$ cat src/rtl/tga_pkg.sv
// ----------------------------------------------------------------------------
// tga_pkg
// Shared types and constants for the TGA image stream decoder: request
// layouts, result codes, header byte positions and image type codes.
// ----------------------------------------------------------------------------
package tga_pkg;

  // result kinds
  localparam logic [1:0] KIND_PIXEL  = 2'd0;
  localparam logic [1:0] KIND_HEADER = 2'd1;
  localparam logic [1:0] KIND_ERROR  = 2'd2;

  // error codes
  localparam logic [1:0] ERR_TYPE = 2'd0;
  localparam logic [1:0] ERR_CMAP = 2'd1;
  localparam logic [1:0] ERR_BPP  = 2'd2;

  // header layout
  localparam logic [4:0] HDR_ID_LEN   = 5'd0;
  localparam logic [4:0] HDR_CMAP     = 5'd1;
  localparam logic [4:0] HDR_TYPE     = 5'd2;
  localparam logic [4:0] HDR_WIDTH_LO = 5'd12;
  localparam logic [4:0] HDR_WIDTH_HI = 5'd13;
  localparam logic [4:0] HDR_HEIGHT_LO = 5'd14;
  localparam logic [4:0] HDR_HEIGHT_HI = 5'd15;
  localparam logic [4:0] HDR_BPP      = 5'd16;
  localparam logic [4:0] HDR_LAST     = 5'd17;

  // image types
  localparam logic [7:0] IMG_TRUECOLOR = 8'd2;
  localparam logic [7:0] IMG_GRAY      = 8'd3;
  localparam logic [7:0] IMG_RLE       = 8'd10;

  // pixel sizes
  localparam logic [7:0] BPP_8  = 8'd8;
  localparam logic [7:0] BPP_24 = 8'd24;
  localparam logic [7:0] BPP_32 = 8'd32;

  localparam logic [7:0] ALPHA_OPAQUE = 8'hff;
  localparam logic [7:0] RLE_RUN_BIT  = 8'h80;
  localparam logic [7:0] RLE_CNT_MASK = 8'h7f;

  typedef struct packed {
    logic [7:0] data_byte;
    logic       start_of_file;
  } in_item_t;

  typedef struct packed {
    logic [1:0]  result_kind;
    logic [31:0] pixel_index;
    logic [7:0]  run_length;
    logic [7:0]  red;
    logic [7:0]  green;
    logic [7:0]  blue;
    logic [7:0]  alpha;
    logic [15:0] image_width;
    logic [15:0] image_height;
    logic [1:0]  error_code;
    logic        last;
  } result_t;

endpackage

$ cat src/rtl/tga_in_stage.sv
// ----------------------------------------------------------------------------
// tga_in_stage
// Input register: holds one byte request until the decode stage takes it.
// ----------------------------------------------------------------------------
module tga_in_stage (
  input  logic              clk,
  input  logic              rst,
  input  logic              in_valid,
  output logic              in_stall,
  input  tga_pkg::in_item_t in_item,
  output logic              item_valid,
  output tga_pkg::in_item_t item,
  input  logic              take
);

  always_comb begin
    in_stall = item_valid && !take;
  end

  always_ff @(posedge clk) begin
    if (rst) begin
      item_valid <= 1'b0;
    end else if (!in_stall) begin
      item_valid <= in_valid;
    end
  end

  always_ff @(posedge clk) begin
    if (!in_stall && in_valid) begin
      item <= in_item;
    end
  end

endmodule

$ cat src/rtl/tga_decode.sv
// ----------------------------------------------------------------------------
// tga_decode
// Header parser, id skipper and pixel / RLE decoder with result register.
// ----------------------------------------------------------------------------
module tga_decode (
  input  logic              clk,
  input  logic              rst,
  input  logic              item_valid,
  input  tga_pkg::in_item_t item,
  output logic              take,
  output logic              out_valid,
  input  logic              out_stall,
  output tga_pkg::result_t  result
);

  typedef enum logic [2:0] {
    PH_HEADER,
    PH_IDSKIP,
    PH_PIXELS,
    PH_DONE,
    PH_ERROR
  } phase_t;

  phase_t      phase, phase_next, c_phase;
  logic [4:0]  hdr_count, hdr_count_next, c_hdr_count;
  logic [7:0]  id_skip, id_skip_next, c_id_skip;
  logic [7:0]  image_kind, image_kind_next, c_image_kind;
  logic [7:0]  bpp, bpp_next, c_bpp;
  logic        cmap_present, cmap_present_next, c_cmap_present;
  logic [15:0] width_reg, width_reg_next, c_width;
  logic [15:0] height_reg, height_reg_next, c_height;
  logic [7:0]  pkt_remaining, pkt_remaining_next, c_pkt_remaining;
  logic        pkt_is_run, pkt_is_run_next, c_pkt_is_run;
  logic [1:0]  comp_count, comp_count_next, c_comp_count;
  logic [23:0] color_hold, color_hold_next, c_color_hold;
  logic [31:0] next_pixel, next_pixel_next, c_next_pixel;
  logic [31:0] total_pixels, total_pixels_next, c_total_pixels;

  logic             has_result;
  tga_pkg::result_t res;
  logic [7:0]       b;
  logic             sof;
  logic [2:0]       nbytes;
  logic [7:0]       run_raw;
  logic [7:0]       run_clip;
  logic [31:0]      left;
  logic             is_rle;
  logic             type_ok;
  logic             bpp_ok;

  assign take = item_valid && (!out_valid || !out_stall);

  always_comb begin
    b   = item.data_byte;
    sof = item.start_of_file;

    c_phase         = sof ? PH_HEADER : phase;
    c_hdr_count     = sof ? 5'd0 : hdr_count;
    c_id_skip       = sof ? 8'd0 : id_skip;
    c_image_kind    = sof ? 8'd0 : image_kind;
    c_bpp           = sof ? 8'd0 : bpp;
    c_cmap_present  = sof ? 1'b0 : cmap_present;
    c_width         = sof ? 16'd0 : width_reg;
    c_height        = sof ? 16'd0 : height_reg;
    c_pkt_remaining = sof ? 8'd0 : pkt_remaining;
    c_pkt_is_run    = sof ? 1'b0 : pkt_is_run;
    c_comp_count    = sof ? 2'd0 : comp_count;
    c_color_hold    = sof ? 24'd0 : color_hold;
    c_next_pixel    = sof ? 32'd0 : next_pixel;
    c_total_pixels  = sof ? 32'd0 : total_pixels;

    phase_next         = c_phase;
    hdr_count_next     = c_hdr_count;
    id_skip_next       = c_id_skip;
    image_kind_next    = c_image_kind;
    bpp_next           = c_bpp;
    cmap_present_next  = c_cmap_present;
    width_reg_next     = c_width;
    height_reg_next    = c_height;
    pkt_remaining_next = c_pkt_remaining;
    pkt_is_run_next    = c_pkt_is_run;
    comp_count_next    = c_comp_count;
    color_hold_next    = c_color_hold;
    next_pixel_next    = c_next_pixel;
    total_pixels_next  = c_total_pixels;

    is_rle  = (c_image_kind == tga_pkg::IMG_RLE);
    type_ok = (c_image_kind == tga_pkg::IMG_TRUECOLOR) ||
              (c_image_kind == tga_pkg::IMG_GRAY) || is_rle;
    bpp_ok  = (c_bpp == tga_pkg::BPP_24) || (c_bpp == tga_pkg::BPP_32) ||
              ((c_image_kind == tga_pkg::IMG_GRAY) && (c_bpp == tga_pkg::BPP_8));
    nbytes  = c_bpp[5:3];
    left    = c_total_pixels - c_next_pixel;
    run_raw = (is_rle && c_pkt_is_run) ? c_pkt_remaining : 8'd1;
    run_clip = ({24'd0, run_raw} > left) ? left[7:0] : run_raw;

    has_result       = 1'b0;
    res              = '0;
    res.image_width  = c_width;
    res.image_height = c_height;

    case (c_phase)
      PH_HEADER: begin
        case (c_hdr_count)
          tga_pkg::HDR_ID_LEN:    id_skip_next = b;
          tga_pkg::HDR_CMAP:      cmap_present_next = (b != 8'd0);
          tga_pkg::HDR_TYPE:      image_kind_next = b;
          tga_pkg::HDR_WIDTH_LO:  width_reg_next = {c_width[15:8], b};
          tga_pkg::HDR_WIDTH_HI:  width_reg_next = {b, c_width[7:0]};
          tga_pkg::HDR_HEIGHT_LO: height_reg_next = {c_height[15:8], b};
          tga_pkg::HDR_HEIGHT_HI: height_reg_next = {b, c_height[7:0]};
          tga_pkg::HDR_BPP:       bpp_next = b;
          default: begin
          end
        endcase
        hdr_count_next = c_hdr_count + 5'd1;
        if (c_hdr_count == tga_pkg::HDR_LAST) begin
          has_result = 1'b1;
          if (!type_ok || c_cmap_present || !bpp_ok) begin
            phase_next      = PH_ERROR;
            res.result_kind = tga_pkg::KIND_ERROR;
            res.last        = 1'b1;
            if (!type_ok) begin
              res.error_code = tga_pkg::ERR_TYPE;
            end else if (c_cmap_present) begin
              res.error_code = tga_pkg::ERR_CMAP;
            end else begin
              res.error_code = tga_pkg::ERR_BPP;
            end
          end else begin
            total_pixels_next = {16'd0, c_width} * {16'd0, c_height};
            next_pixel_next   = 32'd0;
            res.result_kind   = tga_pkg::KIND_HEADER;
            if (c_width == 16'd0 || c_height == 16'd0) begin
              phase_next = PH_DONE;
              res.last   = 1'b1;
            end else if (c_id_skip != 8'd0) begin
              phase_next = PH_IDSKIP;
            end else begin
              phase_next = PH_PIXELS;
            end
          end
        end
      end
      PH_IDSKIP: begin
        id_skip_next = c_id_skip - 8'd1;
        if (c_id_skip == 8'd1) begin
          phase_next = PH_PIXELS;
        end
      end
      PH_PIXELS: begin
        if (is_rle && c_pkt_remaining == 8'd0) begin
          pkt_remaining_next = (b & tga_pkg::RLE_CNT_MASK) + 8'd1;
          pkt_is_run_next    = ((b & tga_pkg::RLE_RUN_BIT) != 8'd0);
          comp_count_next    = 2'd0;
        end else if ({1'b0, c_comp_count} + 3'd1 < nbytes) begin
          case (c_comp_count)
            2'd0:    color_hold_next = c_color_hold | {16'd0, b};
            2'd1:    color_hold_next = c_color_hold | {8'd0, b, 8'd0};
            default: color_hold_next = c_color_hold | {b, 16'd0};
          endcase
          comp_count_next = c_comp_count + 2'd1;
        end else begin
          has_result = 1'b1;
          if (nbytes == 3'd1) begin
            res.red   = b;
            res.green = b;
            res.blue  = b;
            res.alpha = tga_pkg::ALPHA_OPAQUE;
          end else if (nbytes == 3'd3) begin
            res.red   = b;
            res.green = c_color_hold[15:8];
            res.blue  = c_color_hold[7:0];
            res.alpha = tga_pkg::ALPHA_OPAQUE;
          end else begin
            res.red   = c_color_hold[23:16];
            res.green = c_color_hold[15:8];
            res.blue  = c_color_hold[7:0];
            res.alpha = b;
          end
          comp_count_next = 2'd0;
          color_hold_next = 24'd0;
          if (is_rle) begin
            if (c_pkt_is_run) begin
              pkt_remaining_next = 8'd0;
            end else begin
              pkt_remaining_next = c_pkt_remaining - 8'd1;
            end
          end
          res.result_kind = tga_pkg::KIND_PIXEL;
          res.pixel_index = c_next_pixel;
          res.run_length  = run_clip;
          next_pixel_next = c_next_pixel + {24'd0, run_clip};
          if ({24'd0, run_raw} >= left) begin
            phase_next = PH_DONE;
            res.last   = 1'b1;
          end
        end
      end
      default: begin
      end
    endcase
  end

  always_ff @(posedge clk) begin
    if (rst) begin
      phase         <= PH_HEADER;
      hdr_count     <= 5'd0;
      id_skip       <= 8'd0;
      image_kind    <= 8'd0;
      bpp           <= 8'd0;
      cmap_present  <= 1'b0;
      width_reg     <= 16'd0;
      height_reg    <= 16'd0;
      pkt_remaining <= 8'd0;
      pkt_is_run    <= 1'b0;
      comp_count    <= 2'd0;
      color_hold    <= 24'd0;
      next_pixel    <= 32'd0;
      total_pixels  <= 32'd0;
      out_valid     <= 1'b0;
    end else begin
      if (take) begin
        phase         <= phase_next;
        hdr_count     <= hdr_count_next;
        id_skip       <= id_skip_next;
        image_kind    <= image_kind_next;
        bpp           <= bpp_next;
        cmap_present  <= cmap_present_next;
        width_reg     <= width_reg_next;
        height_reg    <= height_reg_next;
        pkt_remaining <= pkt_remaining_next;
        pkt_is_run    <= pkt_is_run_next;
        comp_count    <= comp_count_next;
        color_hold    <= color_hold_next;
        next_pixel    <= next_pixel_next;
        total_pixels  <= total_pixels_next;
      end
      if (take && has_result) begin
        out_valid <= 1'b1;
      end else if (!out_stall) begin
        out_valid <= 1'b0;
      end
    end
  end

  always_ff @(posedge clk) begin
    if (take && has_result) begin
      result <= res;
    end
  end

  a_pixel_run_nonzero: assert property (@(posedge clk) disable iff (rst)
    out_valid && result.result_kind == tga_pkg::KIND_PIXEL |-> result.run_length != 8'd0)
    else $error("pixel result with zero run length");

  a_error_is_last: assert property (@(posedge clk) disable iff (rst)
    out_valid && result.result_kind == tga_pkg::KIND_ERROR |-> result.last)
    else $error("error result without last");

  a_pixels_in_range: assert property (@(posedge clk) disable iff (rst)
    phase == PH_PIXELS |-> next_pixel < total_pixels)
    else $error("pixel counter reached image end while decoding");

  a_header_count: assert property (@(posedge clk) disable iff (rst)
    phase == PH_HEADER |-> hdr_count <= tga_pkg::HDR_LAST)
    else $error("header byte count past header end");

endmodule

$ cat src/rtl/tga_image_stream_decoder.sv
// ----------------------------------------------------------------------------
// tga_image_stream_decoder
// Byte-serial TGA decoder giving header, error and RGBA pixel/run results.
// ----------------------------------------------------------------------------
// One file byte is taken per cycle unless in_stall is high, with start_of_file
// marking byte zero of a new image. The 18-byte header yields one header or
// error result, the id field is skipped, then types 2 and 3 give one result
// per pixel and type 10 gives one result per raw pixel or per run packet,
// clipped at the image end. Every byte takes one pass through the decode
// stage, so requests are taken back to back at one byte per cycle while the
// result side does not stall; a result passes through the input register,
// then the result register. A stall on the result side backs up through the
// one input register.
module tga_image_stream_decoder (
  input  logic        clk,
  input  logic        rst,
  input  logic        in_valid,
  output logic        in_stall,
  input  logic [7:0]  data_byte,
  input  logic        start_of_file,
  output logic        out_valid,
  input  logic        out_stall,
  output logic [1:0]  result_kind,
  output logic [31:0] pixel_index,
  output logic [7:0]  run_length,
  output logic [7:0]  red,
  output logic [7:0]  green,
  output logic [7:0]  blue,
  output logic [7:0]  alpha,
  output logic [15:0] image_width,
  output logic [15:0] image_height,
  output logic [1:0]  error_code,
  output logic        last
);

  tga_pkg::in_item_t in_item;
  tga_pkg::in_item_t item;
  tga_pkg::result_t  result;
  logic              item_valid;
  logic              take;

  assign in_item.data_byte     = data_byte;
  assign in_item.start_of_file = start_of_file;

  tga_in_stage u_in_stage (
    .clk        (clk),
    .rst        (rst),
    .in_valid   (in_valid),
    .in_stall   (in_stall),
    .in_item    (in_item),
    .item_valid (item_valid),
    .item       (item),
    .take       (take)
  );

  tga_decode u_decode (
    .clk        (clk),
    .rst        (rst),
    .item_valid (item_valid),
    .item       (item),
    .take       (take),
    .out_valid  (out_valid),
    .out_stall  (out_stall),
    .result     (result)
  );

  assign result_kind  = result.result_kind;
  assign pixel_index  = result.pixel_index;
  assign run_length   = result.run_length;
  assign red          = result.red;
  assign green        = result.green;
  assign blue         = result.blue;
  assign alpha        = result.alpha;
  assign image_width  = result.image_width;
  assign image_height = result.image_height;
  assign error_code   = result.error_code;
  assign last         = result.last;

endmodule
$ cat config.mk
export PLATFORM = sky130hd
export DESIGN_NAME = tga_image_stream_decoder
export DESIGN_NICKNAME = d
export VERILOG_FILES = /design/src/rtl/tga_pkg.sv /design/src/rtl/tga_in_stage.sv /design/src/rtl/tga_decode.sv /design/src/rtl/tga_image_stream_decoder.sv
export SDC_FILE = /design/constraint.sdc
export NUM_CORES = 1
export LEC_CHECK = 0
export BUFFER_PORTS_ARGS = -buffer_cell sky130_fd_sc_hd__buf_2
export CAP_MARGIN = 20
export CORE_MARGIN = 1.5
export CORE_UTILIZATION = 40
export DETAILED_ROUTE_END_ITERATION = 8
export HOLD_SLACK_MARGIN = 0.12
export SLEW_MARGIN = 10
export SYNTH_ARGS = -nofsm -noshare
export SYNTH_HDL_FRONTEND = slang
export SYNTH_SLANG_ARGS = --single-unit
export TNS_END_PERCENT = 30
$ cat constraint.sdc
create_clock -name clk -period 8.5 [get_ports clk]
set_input_delay 0 -clock clk [delete_from_list [all_inputs] [get_ports clk]]
set_output_delay 0 -clock clk [all_outputs]
set_load 0.05 [all_outputs]
* After elaboration in Yosys (flattened, before gate mapping)
Cells that the tools add are included.
W data, S select, Z words.
** Storage, ports and cells
- Bits in registers :: 284
- Input port bits :: 13
- Output and inout port bits :: 111
- Logic and storage cells :: 178
** Operators by class
- $add $sub $neg :: 8
- Multipliers :: 1
- $lt $le $gt $ge :: 3
- Eq/ne operators :: 21
- Multiplexer cells :: 81
- Bitwise gates (word level) :: 4
- Reduce and logical (&&, ||, !) cells :: 31
** Operators with widths (count)
- $mux W32 :: 11
- $mux W8 :: 16
- $mux W24 :: 4
- $mux W74 :: 1
- $mux W72 :: 1
- $mux W16 :: 4
- $pmux W16 S2 :: 2
- $pmux W32 S2 :: 1
- $pmux W24 S2 :: 1
- $add A32 B8 Y32 :: 1
- $ge A8 B32 Y1 :: 1
- $gt A8 B32 Y1 :: 1
- $logic_not A16 Y1 :: 2
- $mul A16 B16 Y32 :: 1
- $sub A32 B32 Y32 :: 1
- $or A24 B16 Y24 :: 1
- $or A24 B24 Y24 :: 1
- $or A24 B8 Y24 :: 1
- $mux W3 :: 7
- $eq A5 B4 Y1 const B :: 4
- $mux W2 :: 9
- $mux W1 :: 17
- $eq A8 B2 Y1 const B :: 2
- $eq A8 B4 Y1 const B :: 2
- 32 further kinds :: 57

* Logic depth before layout (Yosys ltp)
Gate-level depths: netlist (run 1).
- Depth after elaboration :: 10
- Gate-level depth with buffers :: 43
- Gate-level depth less buffers :: 34

* Modules after synthesis
Synthesis (run 1) repeated with hierarchy kept, for this count alone.
** Second synthesis, totals
- Cell total of the unflattened synthesis :: 2753
- Area total of the unflattened synthesis :: 23860.4 sq um
** Modules (own cells, without submodules)
- tga_decode :: times used 1, cells an instance 2740, area an instance 23540.1 sq um, sequential area each 6576.3 sq um
- tga_in_stage :: times used 1, cells an instance 13, area an instance 320.3 sq um, sequential area each 290.3 sq um

* Worst setup path before layout (run 1)
OpenSTA, ideal clock, no wires.
- Path type :: register to register
- Start point :: register u_in_stage.item[0] (netlist name)
- End point :: register u_decode.result[0] (netlist name)
- Data arrival time :: 8.008 ns
- Required time :: 7.921 ns
- Path slack :: -0.087 ns
- Stages on the path, launching flop included :: 17
- Period minus slack after synthesis :: 8.587 ns
- Cells stage by stage :: edfxtp_1 -> buf_6 -> inv_1 -> clkbuf_1 -> clkbuf_1 -> clkbuf_1 -> clkbuf_1 -> buf_1 -> nand2_1 -> ha_1 -> ha_1 -> a21o_1 -> a21o_1 -> nand2_1 -> nor2_1 -> nor2_1 -> nor2_1
** Between the ends
- Word-level cells in the longest chain between the ends :: 7
** RTL lines
- $mux W2 :: RTL line tga_decode.sv:67 : c_comp_count = sof ? 2'd0 : comp_count;
- $add A2 B1 Y3 :: RTL line tga_decode.sv:156 : end else if ({1'b0, c_comp_count} + 3'd1 < nbytes) begin
- $lt A3 B3 Y1 :: RTL line tga_decode.sv:156
- $mux W1 :: RTL line tga_decode.sv:156
- $mux W1 :: RTL line tga_decode.sv:152 : if (is_rle && c_pkt_remaining == 8'd0) begin
- $pmux W1 S2 (*) :: RTL line tga_decode.sv:102 : case (c_phase)
- $logic_and A1 B1 Y1 (*) :: RTL line tga_decode.sv:248 : if (take && has_result) begin
Every way passes the cells marked *; elsewhere a longest branch is shown, timed or not.
A chain may end at the register's enable or synchronous reset.

* Worst setup path in the final report (run 1)
- Start point :: register u_in_stage.item[0] (netlist name)
- End point :: register u_decode.next_pixel[24]
** Between the ends
- Word-level cells in the longest chain between the ends :: 10
** RTL lines
- parallel branches: the longest is 5 deep, another holds $sub A32 B32 Y32
- $mux W8 (*) :: RTL line tga_decode.sv:95 : run_clip = ({24'd0, run_raw} > left) ? left[7:0] : run_raw;
- via u_decode.run_clip[2] :: RTL line tga_decode.sv:45 : logic [7:0] run_clip;
- $add A32 B8 Y32 (*) :: RTL line tga_decode.sv:193 : next_pixel_next = c_next_pixel + {24'd0, run_clip};
- $mux W32 (*) :: RTL line tga_decode.sv:156
- $mux W32 (*) :: RTL line tga_decode.sv:152
- $pmux W32 S2 (*) :: RTL line tga_decode.sv:102
- end signal: assignment :: RTL line tga_decode.sv:236 : next_pixel <= next_pixel_next;
- end: declaration :: RTL line tga_decode.sv:36 : logic [31:0] next_pixel, next_pixel_next, c_next_pixel;
Mark *: on every way through the listed nets, which the timed path passes.

==> results.yml, run 1 <==
worst_setup_path:
  cpPeakStageDelay_ns: 0.66
  path_common_cell: "o21ai_0"
  r2r-end: "u_decode.next_pixel[24]"
  cp.arrival_ns: 8.46
  cp-end-kind: "register"
  worstRegToRegCells: 27
  critical_path_class: "register to register"
  required_ns: 8.89
  cp-start-kind: "register"
  worst-r2r-setup-slack_ns: 0.43
  path_max_fanout: 88
  regToRegStartpoint: "u_in_stage.item[0]"
  cp_slowest_cell: "nor4_1"
floorplanning:
  dieArea_mm2: 0.0622
  core_mm2: 0.0601
  pin_count: 124
  die_h_um: 249
  rows: 90
  die_w_um: 249
  start_util: 0.404
timing:
  finalSetupViolCount: 0
  finalMaxSlewViolations: 0
  finalCritPeriodShare: 0.950
  finalCriticalPeriod_ns: 8.07
  rsz0062_at_grt: "false"
  relSlewSlack: 0.299
  finalHoldViolations: 0
  skew_ns: 0.0388
  worst_pin_slew_ns: 1.04
  max_freq_mhz: 124
  finalSetupTns_ns: 0
power:
  p_comb_frac: 0.064
  p_per_area_mw_per_mm2: 119
  switching_power_uw: 809
  seqPwrFrac: 0.446
  p_clk_frac: 0.490
  netSwitchingFraction: 0.252
  ir_drop_mv: 0.112
  power.leakage_uw: 0.0118
  p_int_uw: 2410
global_route:
  grt_max_degree: 89
  grt_antenna_before_repair: 1
  grt_pass1_vias: 20900
  grt_overflow: 0
  grt_pass1_wl_mm: 119
  grt_use_total: 0.242
hold_path:
  min_path_cells: 2
  worstHoldStart: "data_byte[5]"
  hold_end: "u_in_stage.item[6]"
  min_path_type: "input port to register"
cells_and_area:
  fin_util: 0.450
  syn2layout_area_growth_pct: 11.3
  final_layout_size_suffix_gt1_frac: 0.0986
  regMostFlops: "u_decode.result"
  layout.nets: 3264
  reg.largest.list: "u_decode.result: 109 flops, u_decode.next_pixel: 32 flops, u_decode.total_pixels: 32 flops"
  diodes: 0
  largest_register_ffs: 109
synth:
  synthesis.area_mm2: 0.0243
  netlist_instances: 2827
  yosysTopAreaCell: "fa_1"
  ys_seq_area_frac: 0.283
  synth.distinct_cells: 97
  yosysTopAreaCellShare: 0.162
  ys_ff_latch: 284
  async_reset_ff_frac: 0
  synth_edf_count: 118
  syn_avg_cell_area_um2: 8.59
  syn-num-nets: 3198
  synth_warnings: 0
  synth_ff_type: "dfxtp_1"
  synthTopCellsByArea: "fa_1, edfxtp_1, dfxtp_1"
drt:
  drc_errors: 0
  drt-initial-drc-count: 1673
  drtAntennaViolNets: 0
  drt-pass1-iter-count: 5
  vias_per_cell: 5.66
  drt_wl_total_mm: 75.7
  routedWlPerCell_um: 20.4
  vias: 21000
place:
  portBuffers: 123
  gp_congestion: 0.929
  detailed_place_hpwl_mm: 56.3
clocking:
  numClockSinks: 284
  cts_tree: "yes"
  h-tree-depth: 2
  cts_resized: 0
  cts.clk_slew.worst_paths_ns: 0.06
  clock_latency_ns: 0.57
  cts.root.buffer_cell: "clkbuf_16"
  numCtsBuffers: 36
  clk_path_buf_depth: 3
run:
  max_cap_viol_count: 0
status:
  status: "finished, final reports clean"
==> cells in the mapped netlist, types with 4 or more instances <==
master / n
nand2_1: 329
inv_1: 297
nor2_1: 282
fa_1: 196
dfxtp_1: 166
ha_1: 162
a21oi_1: 151
clkbuf_1: 133
and2_1: 130
edfxtp_1: 118
a22oi_1: 107
o21ai_0: 97
nor2b_1: 86
nor3_1: 45
xnor2_1: 38
nand3_1: 33
a21o_1: 31
and3_1: 30
nor4_1: 30
xor2_1: 27
o21ai_1: 26
a31oi_1: 24
o211ai_1: 21
buf_1: 16
nand4_1: 14
nor3b_1: 14
a211oi_1: 13
o21a_1: 12
or3_1: 12
mux2i_1: 11
nand2b_1: 11
buf_2: 10
or2_2: 10
o22ai_1: 9
o31ai_1: 9
nand3b_1: 6
o21bai_1: 6
a2111oi_0: 5
a32oi_1: 5
and3b_1: 4
buf_6: 4
nor4b_1: 4
or4_1: 4
==> cell type report <==
type	instances	area (um^2)
Sequential cell	284	6870
Timing Repair Buffer	192	1210
Inverter	297	1110
Multi-Input combinational cell	2082	15700
Clock inverter	24	275
Clock buffer	42	933
Tap cell	782	978
Fill cell	5911	33100
==> critical path, delay by kind of cell (launching register included) <==
kind,cells,cell delay [ns]
fa+ha+maj,2,0.73
buf+inv,3,0.69
flops,1,0.49
compound gates,12,2.76
simple gates,10,3.16
==> repair_timing <==
action                                  4_1_cts  5_1_grt
setup buffers                                 0        0
hold buffers                                 13        0
endpoints found under the hold margin        27        0
endpoints found under the setup margin        0        0
==> power by group through the flow <==
stage	clock [uW]	sequential, uW	combinational, uW
after floorplan	0	1450	140
after detailed placement	0	1460	197
after CTS	1610	1430	203
after global routing	1660	1440	222
final	1580	1430	205
after global placement	0	1460	197
==> worst max-delay path by stage <==
stage	from	to	slack, ns	depth (start not counted)
floorplan	u_in_stage.item[0]	u_decode.next_pixel[28]	0.76	36
global placement	u_in_stage.item[0]	u_decode.next_pixel[24]	0.64	27
detailed placement	u_in_stage.item[0]	u_decode.next_pixel[28]	0.65	27
CTS	u_in_stage.item[0]	u_decode.next_pixel[28]	0.62	27
global route	u_in_stage.item[0]	u_decode.next_pixel[24]	0.04	27
finish	u_in_stage.item[0]	u_decode.next_pixel[24]	0.43	27
==> layout by cell type, fill, tap and decap left out, types with 14 or more instances in the layout <==
master	n
nand2_1	328
inv_1	296
nor2_1	281
fa_1	196
dfxtp_1	166
ha_1	162
a21oi_1	151
and2_1	130
buf_2	122
edfxtp_1	118
a22oi_1	107
o21ai_0	97
nor2b_1	86
buf_4	53
nor3_1	44
xnor2_1	38
clkbuf_16	36
nand3_1	33
a21o_1	31
nor4_1	30
and3_1	30
xor2_1	27
o21ai_1	26
a31oi_1	24
o211ai_1	21
nand4_1	14
nor3b_1	14
==> metal layers <==
metal / vias to the layer above / part of all wire / GRT usage
met5: - / 0 / 0
met4: 0 / 0.029 / 0.0779
met3: 131 / 0.066 / 0.0312
met2: 781 / 0.47 / 0.401
met1: 10400 / 0.44 / 0.328
li1: 9687 / - / -
==> metrics by stage <==
stage	area (um^2)	std cells	worst slack (ns)	total power [uW]	hold slack [ns]
after floorplan	24300	2827	0.759	1590	0.0989
after global placement	25700	3622	0.640	1660	0.183
after detailed placement	25700	3623	0.647	1660	0.185
after CTS	27000	3702	0.616	3250	0.123
after global routing	27000	3703	0.0421	3320	0.155
final	27000	3703	0.427	3210	0.152
==> cells by family after synthesis <==
kind of cell	synth area share
compound gates	0.155
xor+xnor	0.0241
fa+ha+maj	0.245
buf+inv	0.0732
flops	0.283
mux	0.00649
simple gates	0.214
Note: power is estimated with default switching activity, not from simulation.
==> run 2: changes to the inputs <==
--- a/config.mk
+++ b/config.mk
@@ -7,10 +7,14 @@
 export LEC_CHECK = 0
 export BUFFER_PORTS_ARGS = -buffer_cell sky130_fd_sc_hd__buf_2
 export CAP_MARGIN = 20
+export CELL_PAD_IN_SITES_DETAIL_PLACEMENT = 1
+export CELL_PAD_IN_SITES_GLOBAL_PLACEMENT = 2
 export CORE_MARGIN = 1.5
-export CORE_UTILIZATION = 40
+export CORE_UTILIZATION = 35
 export DETAILED_ROUTE_END_ITERATION = 8
 export HOLD_SLACK_MARGIN = 0.12
+export MAX_ROUTING_LAYER = met4
+export PLACE_DENSITY_LB_ADDON = 0.1
 export SLEW_MARGIN = 10
 export SYNTH_ARGS = -nofsm -noshare
 export SYNTH_HDL_FRONTEND = slang
==> run 2 against run 1 <==
Combinational power up 4%. Core utilization down 5.3 points. Sequential power about the same. Non-clock buffer count unchanged. Maximum frequency up 1.9%. Hold slack better by 0.0065 ns. First-iteration DRC count down 29%. Clock skew down 0.0082 ns. Register-to-register slack better by 0.15 ns. Critical path type unchanged. Highest routed layer unchanged.
==> results.yml, run 2 (same netlist as run 1, synthesis figures left out) <==
status:
  status: "finished, final reports clean"
drt:
  drt_wl_total_mm: 86.4
  vias_per_cell: 5.39
  drc_errors: 0
  drtAntennaViolNets: 0
  routedWlPerCell_um: 22.4
  drt-pass1-iter-count: 7
  vias: 20800
  drt-initial-drc-count: 1185
floorplanning:
  die_w_um: 266
  rows: 96
  die_h_um: 266
  start_util: 0.354
  dieArea_mm2: 0.0710
  core_mm2: 0.0686
  pin_count: 124
worst_setup_path:
  cpPeakStageDelay_ns: 0.85
  worst-r2r-setup-slack_ns: 0.58
  cp.arrival_ns: 8.39
  cp_slowest_cell: "nor2b_1"
  critical_path_class: "register to register"
  required_ns: 8.97
  path_max_fanout: 80
  cp-start-kind: "register"
  cp-end-kind: "register"
  path_common_cell: "fa_1"
place:
  portBuffers: 123
  gp_congestion: 0.971
  detailed_place_hpwl_mm: 65.2
  place_ws_ns: 0.511
clocking:
  clk_path_buf_depth: 3
  h-tree-depth: 2
  cts_tree: "yes"
  numClockSinks: 284
  numCtsBuffers: 38
  cts.clk_slew.worst_paths_ns: 0.06
  cts.root.buffer_cell: "clkbuf_16"
  clock_latency_ns: 0.56
hold_path:
  min_path_type: "input port to register"
global_route:
  grt_pass1_wl_mm: 132
  grt_max_degree: 81
  grt_overflow: 0
  grt_pass1_vias: 21700
  grt_use_total: 0.249
  grt_antenna_before_repair: 0
cells_and_area:
  multi_input_area_mm2: 0.0157
  final_common_cell: "nand2_1"
  final-seq-area_mm2: 0.00687
  layout.nets: 3266
  syn2layout_area_growth_pct: 12.1
  regMostFlops: "u_decode.result"
  final_layout_size_suffix_gt1_frac: 0.0981
  diodes: 0
  fill_cells: 7986
  reg.largest.list: "u_decode.result: 109 flops, u_decode.next_pixel: 32 flops, u_decode.total_pixels: 32 flops"
  fin_util: 0.397
  largest_register_ffs: 109
  final_cell_mix: "nand2_1, inv_1, nor2_1, fa_1, dfxtp_1"
timing:
  skew_ns: 0.0306
  finalCriticalPeriod_ns: 7.92
  relSlewSlack: 0.248
  fin_hold_ws_ns: 0.159
  finalHoldViolations: 0
  max_freq_mhz: 126
  finalMaxSlewViolations: 0
  rsz0062_at_grt: "false"
  worst_pin_slew_ns: 1.12
  worst_slack_ns: 0.576
  finalCritPeriodShare: 0.932
  finalSetupViolCount: 0
  finalSetupTns_ns: 0
power:
  power.leakage_uw: 0.0119
  ir_drop_mv: 0.143
  p_per_area_mw_per_mm2: 119
run:
  max_cap_viol_count: 0
## run 2: cell types whose count changed in the layout (fill, tap and decap cells not counted), moves of 2 or more
cell	change
clkinv_1	+7
clkbuf_16	+3
bufinv_16	-2
clkinv_2	-2
## run 2: area by class of cell
type / instances / share of cell area
clock buffer: 45 / 0.0374
clock inverter: 25 / 0.00763
inverter: 297 / 0.0410
multi-input combinational: 2082 / 0.575
sequential: 284 / 0.252
tap: 931 / 0.0428
timing repair buffer: 192 / 0.0435
## run 2: critical path: cells and delay by family, from the launching register on
family                     cells  cell delay (ns)
and+or+nand+nor                5             1.86
DFF                            1             0.44
AOI/OAI and AO/OA              8             1.60
buffers and inverters          6             0.51
adders and majority gates      7             3.39
## run 2: path summary, 6_finish.rpt
path,start,end,depth (start not counted)
hold / removal,data_byte[3],u_in_stage.item[4],2
hold reg to reg,u_decode.total_pixels[28],u_decode.total_pixels[28],2
setup / recovery,u_in_stage.item[0],u_decode.total_pixels[31],26
setup reg to reg,u_in_stage.item[0],u_decode.total_pixels[31],26
## run 2: metrics by stage
stage,power (uW),cells,area [um^2]
global route,3340,3856,27200
floorplan,1590,2827,24300
global placement,1670,3770,25800
CTS,3280,3855,27200
detailed placement,1670,3771,25800
finish,3230,3856,27200
## run 2: power by group
group | switching (uW) | internal [uW]
clock network | 655 | 926
logic | 150 | 62.4
registers | 16.6 | 1420
total | 822 | 2410
## run 2: repair_timing
item / CTS / global route
buffers inserted: 0 / 0
hold endpoints to repair: 57 / 0
hold buffers: 14 / 0
endpoints found under the setup margin: 0 / 2
gates resized for setup: 0 / 2
## run 2: routing by layer
| layer | vias up | share of wire | GRT usage |
|---|---|---|---|
| li1 | 9694 | - | - |
| met1 | 10600 | 0.48 | 0.337 |
| met2 | 412 | 0.47 | 0.401 |
| met3 | 94 | 0.034 | 0.0236 |
| met4 | 0 | 0.021 | 0.0580 |
| met5 | - | 0 | - |
